--- src/hw/rtl/esud_pkg.sv ---
// Shared types and constants for the epoch seconds to UTC date converter.
// Holds reciprocal constants, month tables and the civil date result struct.
// No dependencies.
package esud_pkg;

    // Pipeline depth of the whole converter and of the calendar section.
    localparam int STAGES    = 11;
    localparam int CIVIL_LAT = 7;

    // Input is biased by 24856 days so that the day count is never negative.
    // The bias is a multiple of 128 s, so it is added to the upper input bits only.
    localparam logic [25:0] DAY_X_BIAS = 26'd16777800;

    // Reciprocals used in place of division by constants.
    localparam logic [26:0] RECIP_675  = 27'd101806632;  // 2^36 / 675, floor
    localparam logic [18:0] RECIP_60   = 19'd279621;     // 2^24 / 60, ceiling
    localparam logic [16:0] RECIP_7    = 17'd74899;      // 2^19 / 7, ceiling
    localparam logic [17:0] RECIP_1460 = 18'd183860;     // 2^28 / 1460, ceiling
    localparam logic [18:0] RECIP_365  = 19'd367720;     // 2^27 / 365, ceiling
    localparam logic [12:0] RECIP_153  = 13'd6854;       // 2^20 / 153, ceiling

    // Day split constants.
    localparam logic [10:0] DAY_REM_LIMIT = 11'd675;

    // Biased day count at which the 400-year cycle starting in 2000 begins,
    // and offsets that turn the biased day count into the day of that cycle.
    localparam logic [15:0] ERA_2000_DAY    = 16'd35873;
    localparam logic [17:0] ERA_2000_OFFSET = 18'd35873;
    localparam logic [17:0] ERA_1600_OFFSET = 18'd110224;

    // Day-of-cycle thresholds for whole centuries within a 400-year cycle.
    localparam logic [17:0] CENTURY_1_DAYS = 18'd36524;
    localparam logic [17:0] CENTURY_2_DAYS = 18'd73048;
    localparam logic [17:0] CENTURY_3_DAYS = 18'd109572;
    localparam logic [17:0] LAST_CYCLE_DAY = 18'd146096;

    // Month codes.
    localparam logic [3:0] MONTH_JANUARY = 4'd0;
    localparam logic [3:0] MONTH_MARCH_POS_LIMIT = 4'd10;

    // Day offset of each month within a year that starts on March 1.
    localparam logic [8:0] MARCH_MONTH_START [12] = '{
        9'd0, 9'd31, 9'd61, 9'd92, 9'd122, 9'd153,
        9'd184, 9'd214, 9'd245, 9'd275, 9'd306, 9'd337
    };

    // Days before each month in a common year, January first.
    localparam logic [8:0] DAYS_BEFORE_MONTH [12] = '{
        9'd0, 9'd31, 9'd59, 9'd90, 9'd120, 9'd151,
        9'd181, 9'd212, 9'd243, 9'd273, 9'd304, 9'd334
    };

    typedef struct packed {
        logic [3:0] month_index;
        logic [4:0] day_of_month;
        logic [7:0] years_since_1900;
        logic [8:0] day_of_year;
    } civil_date_t;

    typedef struct packed {
        logic [5:0] second;
        logic [5:0] minute;
        logic [4:0] hour;
        logic [2:0] weekday;
    } clock_time_t;

endpackage

--- src/hw/rtl/epoch_seconds_to_utc_date.sv ---
// Top level of the epoch seconds to UTC date converter.
// Depends on esud_pkg and esud_civil.
//
//  channel   direction  handshake              payload
//  request   in         in_valid / in_stall    epoch_seconds
//  result    out        out_valid / out_stall  second, minute, hour, day_of_month,
//                                              month_index, years_since_1900,
//                                              weekday, day_of_year
//
// Every request gives exactly one result, and a new request can enter on
// every cycle while in_stall is low. The depth is set by the chain of
// reciprocal multiplies: day split, time-of-day split and the calendar steps.
// Reset clears only the valid bits of the eleven stages; data is not reset.
// The pipeline moves as a whole: while a result waits under out_stall, every
// stage holds, in_stall is raised, and nothing is lost or repeated.
module epoch_seconds_to_utc_date
    import esud_pkg::*;
(
    input  logic               clk,
    input  logic               rst_n,
    input  logic               in_valid,
    output logic               in_stall,
    input  logic signed [31:0] epoch_seconds,
    output logic               out_valid,
    input  logic               out_stall,
    output logic [5:0]         second,
    output logic [5:0]         minute,
    output logic [4:0]         hour,
    output logic [4:0]         day_of_month,
    output logic [3:0]         month_index,
    output logic [7:0]         years_since_1900,
    output logic [2:0]         weekday,
    output logic [8:0]         day_of_year
);

    logic               en;
    logic [STAGES-1:0]  vld_reg, vld_next;

    // The stages advance together unless a finished result is being held.
    assign en       = !(vld_reg[STAGES-1] && out_stall);
    assign in_stall = !en;
    assign vld_next = {vld_reg[STAGES-2:0], in_valid};

    always_ff @(posedge clk or negedge rst_n)
    begin
        if (!rst_n)
        begin
            vld_reg <= '0;
        end
        else if (en)
        begin
            vld_reg <= vld_next;
        end
    end

    // Stage 1: biased count of 128-second units; the low 7 bits pass as they are.
    logic [25:0] x1_reg, x1_next;
    logic [6:0]  lo1_reg;

    assign x1_next = {epoch_seconds[31], epoch_seconds[31:7]} + DAY_X_BIAS;

    // Stage 2: day estimate by reciprocal of 675, which may be one low.
    logic [25:0] x2_reg;
    logic [6:0]  lo2_reg;
    logic [15:0] q2_reg, q2_next;
    logic [52:0] day_prod;

    always_comb
    begin
        day_prod = 53'(x1_reg) * 53'(RECIP_675);
        q2_next  = day_prod[51:36];
    end

    // Stage 3: remainder of the estimate, below twice 675.
    logic [15:0] q3_reg;
    logic [6:0]  lo3_reg;
    logic [10:0] r3_reg, r3_next;
    logic [25:0] q_times;
    logic [25:0] r_full;

    always_comb
    begin
        q_times = 26'(q2_reg) * 26'(675);
        r_full  = x2_reg - q_times;
        r3_next = r_full[10:0];
    end

    // Stage 4: one correction step gives the biased day count and second of day.
    logic [15:0] days4_reg, days4_next;
    logic [16:0] sod4_reg, sod4_next;
    logic [10:0] r_fix;

    always_comb
    begin
        if (r3_reg >= DAY_REM_LIMIT)
        begin
            days4_next = q3_reg + 16'd1;
            r_fix      = r3_reg - DAY_REM_LIMIT;
        end
        else
        begin
            days4_next = q3_reg;
            r_fix      = r3_reg;
        end
        sod4_next = {r_fix[9:0], lo3_reg};
    end

    // Stage 5: minute of day, and the weekday quotient. The day bias is
    // 6 modulo 7, so the weekday is (biased days + 5) modulo 7.
    logic [16:0] sod5_reg;
    logic [10:0] mod5_reg, mod5_next;
    logic [15:0] wy5_reg, wy5_next;
    logic [12:0] wq5_reg, wq5_next;
    logic [35:0] mod_prod;
    logic [32:0] wk_prod;

    always_comb
    begin
        mod_prod  = 36'(sod4_reg) * 36'(RECIP_60);
        mod5_next = mod_prod[34:24];
        wy5_next  = days4_reg + 16'd5;
        wk_prod   = 33'(wy5_next) * 33'(RECIP_7);
        wq5_next  = wk_prod[31:19];
    end

    // Stage 6: seconds, hour and weekday.
    logic [10:0] mod6_reg;
    logic [5:0]  sec6_reg, sec6_next;
    logic [4:0]  hr6_reg, hr6_next;
    logic [2:0]  wd6_reg, wd6_next;
    logic [16:0] sec_full;
    logic [29:0] hr_prod;
    logic [15:0] wd_full;

    always_comb
    begin
        sec_full  = sod5_reg - 17'(mod5_reg) * 17'd60;
        sec6_next = sec_full[5:0];
        hr_prod   = 30'(mod5_reg) * 30'(RECIP_60);
        hr6_next  = hr_prod[28:24];
        wd_full   = wy5_reg - 16'(wq5_reg) * 16'd7;
        wd6_next  = wd_full[2:0];
    end

    // Stage 7: minutes; stages 8 to 11 only delay the clock fields.
    clock_time_t time7_reg, time7_next;
    clock_time_t time_dly_reg [STAGES-CIVIL_LAT];
    logic [10:0] min_full;

    always_comb
    begin
        min_full           = mod6_reg - 11'(hr6_reg) * 11'd60;
        time7_next.second  = sec6_reg;
        time7_next.minute  = min_full[5:0];
        time7_next.hour    = hr6_reg;
        time7_next.weekday = wd6_reg;
    end

    always_ff @(posedge clk)
    begin
        if (en)
        begin
            x1_reg    <= x1_next;
            lo1_reg   <= epoch_seconds[6:0];

            x2_reg    <= x1_reg;
            lo2_reg   <= lo1_reg;
            q2_reg    <= q2_next;

            q3_reg    <= q2_reg;
            lo3_reg   <= lo2_reg;
            r3_reg    <= r3_next;

            days4_reg <= days4_next;
            sod4_reg  <= sod4_next;

            sod5_reg  <= sod4_reg;
            mod5_reg  <= mod5_next;
            wy5_reg   <= wy5_next;
            wq5_reg   <= wq5_next;

            mod6_reg  <= mod5_reg;
            sec6_reg  <= sec6_next;
            hr6_reg   <= hr6_next;
            wd6_reg   <= wd6_next;

            time7_reg <= time7_next;

            time_dly_reg[0] <= time7_reg;
            for (int i = 1; i < STAGES - CIVIL_LAT; i++)
            begin
                time_dly_reg[i] <= time_dly_reg[i-1];
            end
        end
    end

    // Calendar part, fed with the biased day count from stage 4.
    civil_date_t date;

    esud_civil u_civil
    (
        .clk         (clk),
        .en          (en),
        .days_biased (days4_reg),
        .date        (date)
    );

    assign out_valid        = vld_reg[STAGES-1];
    assign second           = time_dly_reg[STAGES-CIVIL_LAT-1].second;
    assign minute           = time_dly_reg[STAGES-CIVIL_LAT-1].minute;
    assign hour             = time_dly_reg[STAGES-CIVIL_LAT-1].hour;
    assign weekday          = time_dly_reg[STAGES-CIVIL_LAT-1].weekday;
    assign day_of_month     = date.day_of_month;
    assign month_index      = date.month_index;
    assign years_since_1900 = date.years_since_1900;
    assign day_of_year      = date.day_of_year;

    // The clock fields, weekday and month index lie in their ranges, and the day of month is not zero.
    a_fields_in_range: assert property (@(posedge clk) disable iff (!rst_n)
        out_valid |-> (second < 6'd60) && (minute < 6'd60) && (hour < 5'd24)
                      && (weekday < 3'd7) && (month_index < 4'd12)
                      && (day_of_month != 5'd0))
        else $error("result field out of range");

    // In January the day of year follows the day of month.
    a_january_yday: assert property (@(posedge clk) disable iff (!rst_n)
        out_valid && (month_index == MONTH_JANUARY)
        |-> day_of_year == 9'(day_of_month) - 9'd1)
        else $error("January day of year mismatch");

    // The first day of the year is always January 1.
    a_new_year: assert property (@(posedge clk) disable iff (!rst_n)
        out_valid && (day_of_year == 9'd0)
        |-> (month_index == MONTH_JANUARY) && (day_of_month == 5'd1))
        else $error("day of year zero is not January 1");

    // When the pipeline moves, the result valid comes from the stage before it.
    a_valid_shift: assert property (@(posedge clk) disable iff (!rst_n)
        !in_stall |=> out_valid == $past(vld_reg[STAGES-2]))
        else $error("valid bit lost or invented in pipeline");

endmodule

--- src/hw/rtl/esud_civil.sv ---
// Seven-stage pipeline from a biased day count to month, day, year and day of year.
// Depends on esud_pkg.
module esud_civil
    import esud_pkg::*;
(
    input  logic              clk,
    input  logic              en,
    input  logic [15:0]       days_biased,
    output civil_date_t       date
);

    // Stage 1: pick the 400-year cycle and the day within it.
    logic        era2000_reg, era2000_next;
    logic [17:0] doe1_reg, doe1_next;

    // Stage 2: quotients needed for the year-of-cycle estimate.
    logic        era2_reg;
    logic [17:0] doe2_reg;
    logic [6:0]  quad2_reg, quad2_next;
    logic [2:0]  cent2_reg, cent2_next;
    logic        last2_reg, last2_next;
    logic [35:0] quad_prod;

    // Stage 3: day count with leap days removed.
    logic        era3_reg;
    logic [17:0] doe3_reg;
    logic [17:0] adj3_reg, adj3_next;

    // Stage 4: year within the cycle.
    logic        era4_reg;
    logic [17:0] doe4_reg;
    logic [8:0]  yoe4_reg, yoe4_next;
    logic [36:0] yoe_prod;

    // Stage 5: day within the March-based year and the leap flag.
    logic        era5_reg;
    logic [8:0]  yoe5_reg;
    logic [8:0]  doy5_reg, doy5_next;
    logic        leap5_reg, leap5_next;
    logic [1:0]  cent_yoe;
    logic [17:0] year_days;
    logic [17:0] doy_full;
    logic [8:0]  yoe_rem;

    // Stage 6: month position counted from March.
    logic        era6_reg;
    logic [8:0]  yoe6_reg;
    logic [8:0]  doy6_reg;
    logic        leap6_reg;
    logic [3:0]  mp6_reg, mp6_next;
    logic [10:0] mp_num;
    logic [23:0] mp_prod;

    // Stage 7: final fields.
    civil_date_t date_reg, date_next;
    logic [3:0]  mi7;
    logic [8:0]  day_in_month;
    logic [9:0]  year_sum;

    always_comb
    begin
        era2000_next = (days_biased >= ERA_2000_DAY);
        if (era2000_next)
        begin
            doe1_next = 18'(days_biased) - ERA_2000_OFFSET;
        end
        else
        begin
            doe1_next = 18'(days_biased) + ERA_1600_OFFSET;
        end
    end

    always_comb
    begin
        quad_prod  = 36'(doe1_reg) * 36'(RECIP_1460);
        quad2_next = quad_prod[34:28];
        cent2_next = 3'(doe1_reg >= CENTURY_1_DAYS) + 3'(doe1_reg >= CENTURY_2_DAYS)
                   + 3'(doe1_reg >= CENTURY_3_DAYS) + 3'(doe1_reg >= LAST_CYCLE_DAY);
        last2_next = (doe1_reg == LAST_CYCLE_DAY);
    end

    assign adj3_next = doe2_reg - 18'(quad2_reg) + 18'(cent2_reg) - 18'(last2_reg);

    always_comb
    begin
        yoe_prod  = 37'(adj3_reg) * 37'(RECIP_365);
        yoe4_next = yoe_prod[35:27];
    end

    always_comb
    begin
        cent_yoe   = 2'(yoe4_reg >= 9'd100) + 2'(yoe4_reg >= 9'd200)
                   + 2'(yoe4_reg >= 9'd300);
        year_days  = 18'(yoe4_reg) * 18'd365 + 18'(yoe4_reg[8:2]) - 18'(cent_yoe);
        doy_full   = doe4_reg - year_days;
        doy5_next  = doy_full[8:0];
        yoe_rem    = yoe4_reg - 9'(cent_yoe) * 9'd100;
        leap5_next = (yoe4_reg[1:0] == 2'd0) && ((yoe_rem != 9'd0) || (yoe4_reg == 9'd0));
    end

    always_comb
    begin
        mp_num   = 11'(doy5_reg) * 11'd5 + 11'd2;
        mp_prod  = 24'(mp_num) * 24'(RECIP_153);
        mp6_next = mp_prod[23:20];
    end

    // Months from March on belong to the cycle year; January and February to the next.
    always_comb
    begin
        if (mp6_reg < MONTH_MARCH_POS_LIMIT)
        begin
            mi7 = mp6_reg + 4'd2;
        end
        else
        begin
            mi7 = mp6_reg - MONTH_MARCH_POS_LIMIT;
        end
        day_in_month = doy6_reg - MARCH_MONTH_START[mp6_reg];
        year_sum     = 10'(yoe6_reg) + (era6_reg ? 10'd100 : 10'd724)
                     + 10'(mp6_reg >= MONTH_MARCH_POS_LIMIT);
        date_next.month_index      = mi7;
        date_next.day_of_month     = 5'(day_in_month) + 5'd1;
        date_next.years_since_1900 = year_sum[7:0];
        date_next.day_of_year      = DAYS_BEFORE_MONTH[mi7] + day_in_month
                                   + 9'((mp6_reg < MONTH_MARCH_POS_LIMIT) && leap6_reg);
    end

    always_ff @(posedge clk)
    begin
        if (en)
        begin
            era2000_reg <= era2000_next;
            doe1_reg    <= doe1_next;

            era2_reg    <= era2000_reg;
            doe2_reg    <= doe1_reg;
            quad2_reg   <= quad2_next;
            cent2_reg   <= cent2_next;
            last2_reg   <= last2_next;

            era3_reg    <= era2_reg;
            doe3_reg    <= doe2_reg;
            adj3_reg    <= adj3_next;

            era4_reg    <= era3_reg;
            doe4_reg    <= doe3_reg;
            yoe4_reg    <= yoe4_next;

            era5_reg    <= era4_reg;
            yoe5_reg    <= yoe4_reg;
            doy5_reg    <= doy5_next;
            leap5_reg   <= leap5_next;

            era6_reg    <= era5_reg;
            yoe6_reg    <= yoe5_reg;
            doy6_reg    <= doy5_reg;
            leap6_reg   <= leap5_reg;
            mp6_reg     <= mp6_next;

            date_reg    <= date_next;
        end
    end

    assign date = date_reg;

endmodule
--- config.mk ---
export PLATFORM = sky130hd
export DESIGN_NAME = epoch_seconds_to_utc_date
export DESIGN_NICKNAME = d
export VERILOG_FILES = /design/src/hw/rtl/esud_pkg.sv /design/src/hw/rtl/epoch_seconds_to_utc_date.sv /design/src/hw/rtl/esud_civil.sv
export SDC_FILE = /design/constraint.sdc
export NUM_CORES = 2
export LEC_CHECK = 0
export ABC_AREA = 0
export BUFFER_PORTS_ARGS = -buffer_cell sky130_fd_sc_hd__buf_2
export CORE_MARGIN = 5
export CORE_UTILIZATION = 40
export CTS_CLUSTER_SIZE = 20
export DETAILED_ROUTE_END_ITERATION = 8
export GPL_TIMING_DRIVEN = 1
export HOLD_SLACK_MARGIN = 0.15
export PLACE_DENSITY_LB_ADDON = 0.3
export SYNTH_ARGS = -nofsm -noshare
export SYNTH_HDL_FRONTEND = slang
export SYNTH_SLANG_ARGS = --single-unit
--- constraint.sdc ---
create_clock -name clk -period 27.9 [get_ports clk]
set_input_delay 2.79 -clock clk [delete_from_list [all_inputs] [get_ports clk]]
set_output_delay 2.79 -clock clk [all_outputs]
set_load 0.05 [all_outputs]
==> flow_metrics.tcl <==
set metrics [dict create \
    fin_crit_ns 7.24 \
    synth.net_count 5936 \
    timing.slew.headroom 0.310 \
    gp_congestion 0.853 \
    run_status "finished clean" \
    drcViolationCount 0 \
    final_nets 6062 \
    wl_per_cell_um 15.4 \
    antenna_cells_inserted 0 \
    h-tree-depth 2 \
    yosysMostFrequentCell "ha_1" \
    via_count_of_the_first_global_routing_pass 31300 \
    drv_cap 0 \
    cts_setup_buffers 0 \
    worst_case_clock_buffer_depth 3 \
    synthesis.area_per_instance_sq_um 11.7 \
    cts_inserted_buffers 54 \
    ratio_of_cells_with_drive_above_1_in_the_final_layout 0.0496 \
    worst_r2r_path_depth 26 \
    routed_via_density 4.79 \
    final-setup-viol-count 0 \
    arrival_ns 7.63 \
    drt_wl_total_um 93500 \
    critical_path_peak_fanout 6 \
    largest_register_ffs 80 \
    cts.root.buffer_cell "clkbuf_16" \
    worstReg2RegEnd "u_civil.mp6_reg[2]" \
    yosys.area.top_type "ha_1" \
    cp-start-kind "register" \
    insertion_delay_ns 0.65 \
    design.core.area_sq_um 123000 \
    final.period_utilization 0.259 \
    cts_repair_resize_count 0 \
    drtIter0Drc 1184 \
    tritoncts "yes" \
    initial_utilization 0.401 \
    reg2reg_slack_ns 20.66 \
    synth_enable_flop_cells 441 \
    worst_slew_pin_slew_ns 1.04 \
    hold_worst_path_end "q3_reg[11]" \
    antenna_found_initial 0 \
    setup_total_negative_slack_ns 0 \
    critPathRequiredTime_ns 28.29 \
    yosysSeqAreaShare 0.273 \
    fmax_mhz 138 \
    cts_num_sinks 452 \
    routed-via-count 29000 \
    die_y_um 362 \
    timing.rr.start "u_civil.doy5_reg[1]" \
    critPathCaptureType "register" \
    netlist.area_leader.share 0.280 \
    area_growth_pct 8.48 \
    report.final.slew_viol_count 0 \
    gr-total-overflow 0 \
    finalHoldViolCount 0 \
    dieWidth_um 362 \
    yosys.cell_types.count 90 \
    clock-skew-final_ns 0.0414 \
    place_hpwl_um 75800 \
    drt_pre_antenna_iters 5 \
    worstSetupPathType "reg2reg" \
    global_route_wire_length_before_repair_um 159000 \
    synthesis.yosys.warnings 0 \
    ant_nets 0 \
    grt_use_total 0.148 \
    postSynthRegisterBits 452 \
    rows 129 \
    synthesis.area_sq_um 49600 \
    async_reset_ff_frac 0.0243 \
    cts_hold_buffers 0 \
    synth_top_flop_cell "edfxtp_1" \
    rsz0062_at_grt "false" \
    die_area_sq_um 131000 \
    clkSlewWorstSetupHoldPaths_ns 0.06 \
    io_pins 84 \
    numPortBuffers 83 \
    synth.top_cells.by_count "1110 x ha_1, 987 x inv_1, 547 x fa_1" \
    hold_path.class "reg2reg" \
    timing.hold.worst.start "q2_reg[11]" \
    worstHoldPathCells 0 \
    synth_area_leaders "ha_1 28%, edfxtp_1 27%, fa_1 22%, inv_1 7.5%, xnor2_1 2.8%" \
    netlist_instances 4243 \
    grt_start_max_net_pins 157 \
]
## cells in the final DEF (no fill, tap or decap), types with 13 or more instances in the layout
cell type	instances
ha_1	1110
inv_1	987
fa_1	547
edfxtp_1	441
xnor2_1	159
nand2_1	115
a21oi_1	111
nor2_1	106
buf_2	83
a21o_1	78
xor2_1	71
o21ai_0	69
clkbuf_16	56
nor3_1	38
nand3_1	37
and3_1	30
nand4_1	28
o21a_1	22
nor2b_1	21
a211oi_1	19
o21bai_1	15
a31oi_1	13
nand2b_1	13
## per-layer routing
metal	part of all wire	up-vias	track usage
met5	0	-	0
met4	0.018	0	0.0284
met3	0.032	105	0.0213
met2	0.49	289	0.261
met1	0.46	14200	0.196
li1	-	14400	-
## critical path, cell delays in order, from the launching register on
cell and delay, ns:
edfxtp_1 0.48, ha_1 0.35, ha_1 0.34, o211a_1 0.14, o21a_1 0.20, o21a_1 0.20, o21a_1 0.19, o21a_1 0.18
o21a_1 0.19, or2_1 0.27, o311ai_2 0.38, ha_1 0.24, inv_1 0.09, fa_1 0.54, inv_1 0.04, ha_1 0.26
inv_1 0.05, fa_1 0.50, fa_1 0.54, inv_1 0.04, ha_1 0.29, a2111oi_0 0.40, a21oi_1 0.12, o311ai_0 0.50
a21o_1 0.24, nand3b_1 0.10, xor2_1 0.15
## how the worst max path moves through the flow
stage	startpoint	to	cells after the start
after global routing	u_civil.doy5_reg[1]	u_civil.mp6_reg[1]	26
after global placement	u_civil.doy5_reg[1]	u_civil.mp6_reg[1]	26
after detailed placement	u_civil.doy5_reg[1]	u_civil.mp6_reg[2]	26
after floorplan	out_stall	in_stall	3
final	u_civil.doy5_reg[1]	u_civil.mp6_reg[2]	26
after CTS	u_civil.doy5_reg[1]	u_civil.mp6_reg[2]	26
## logic make-up after synthesis
kind of cell / after synthesis / synth area share
AND/OR/NAND/NOR: 450 / 0.0457
flip-flops: 452 / 0.273
adder cells (fa/ha/maj): 1657 / 0.501
multiplexers: 13 / 0.00288
AO/OA/AOI/OAI: 432 / 0.0598
XOR/XNOR: 231 / 0.0411
buffers and inverters: 1008 / 0.0768
## through the flow
stage / instances / utilization / worst slack (ns) / hold WS (ns) / instance area (sq um)
final: 6050 / 0.436 / 20.66 / 0.415 / 53800
after global routing: 6050 / 0.436 / 20.16 / 0.421 / 53800
after CTS: 6050 / 0.436 / 20.64 / 0.416 / 53800
after detailed placement: 5950 / 0.421 / 20.63 / 0.405 / 52000
after global placement: 5950 / 0.421 / 20.62 / 0.401 / 52000
after floorplan: 4243 / - / 6.14 / 0.400 / 49600
## final cells by class
type                    count  area (sq um)
clock buffers              68          1460
clock inverters            32           310
fillers                 11600         69700
inverters                 988          3710
multi-input cells        2783         32300
flip-flops and latches    452         13500
well taps                1637          2050
repair buffers             90           480
Power is left out: the tool's default activity adds up to more than one toggle a clock period on the data nets, which glitch-free logic cannot reach.
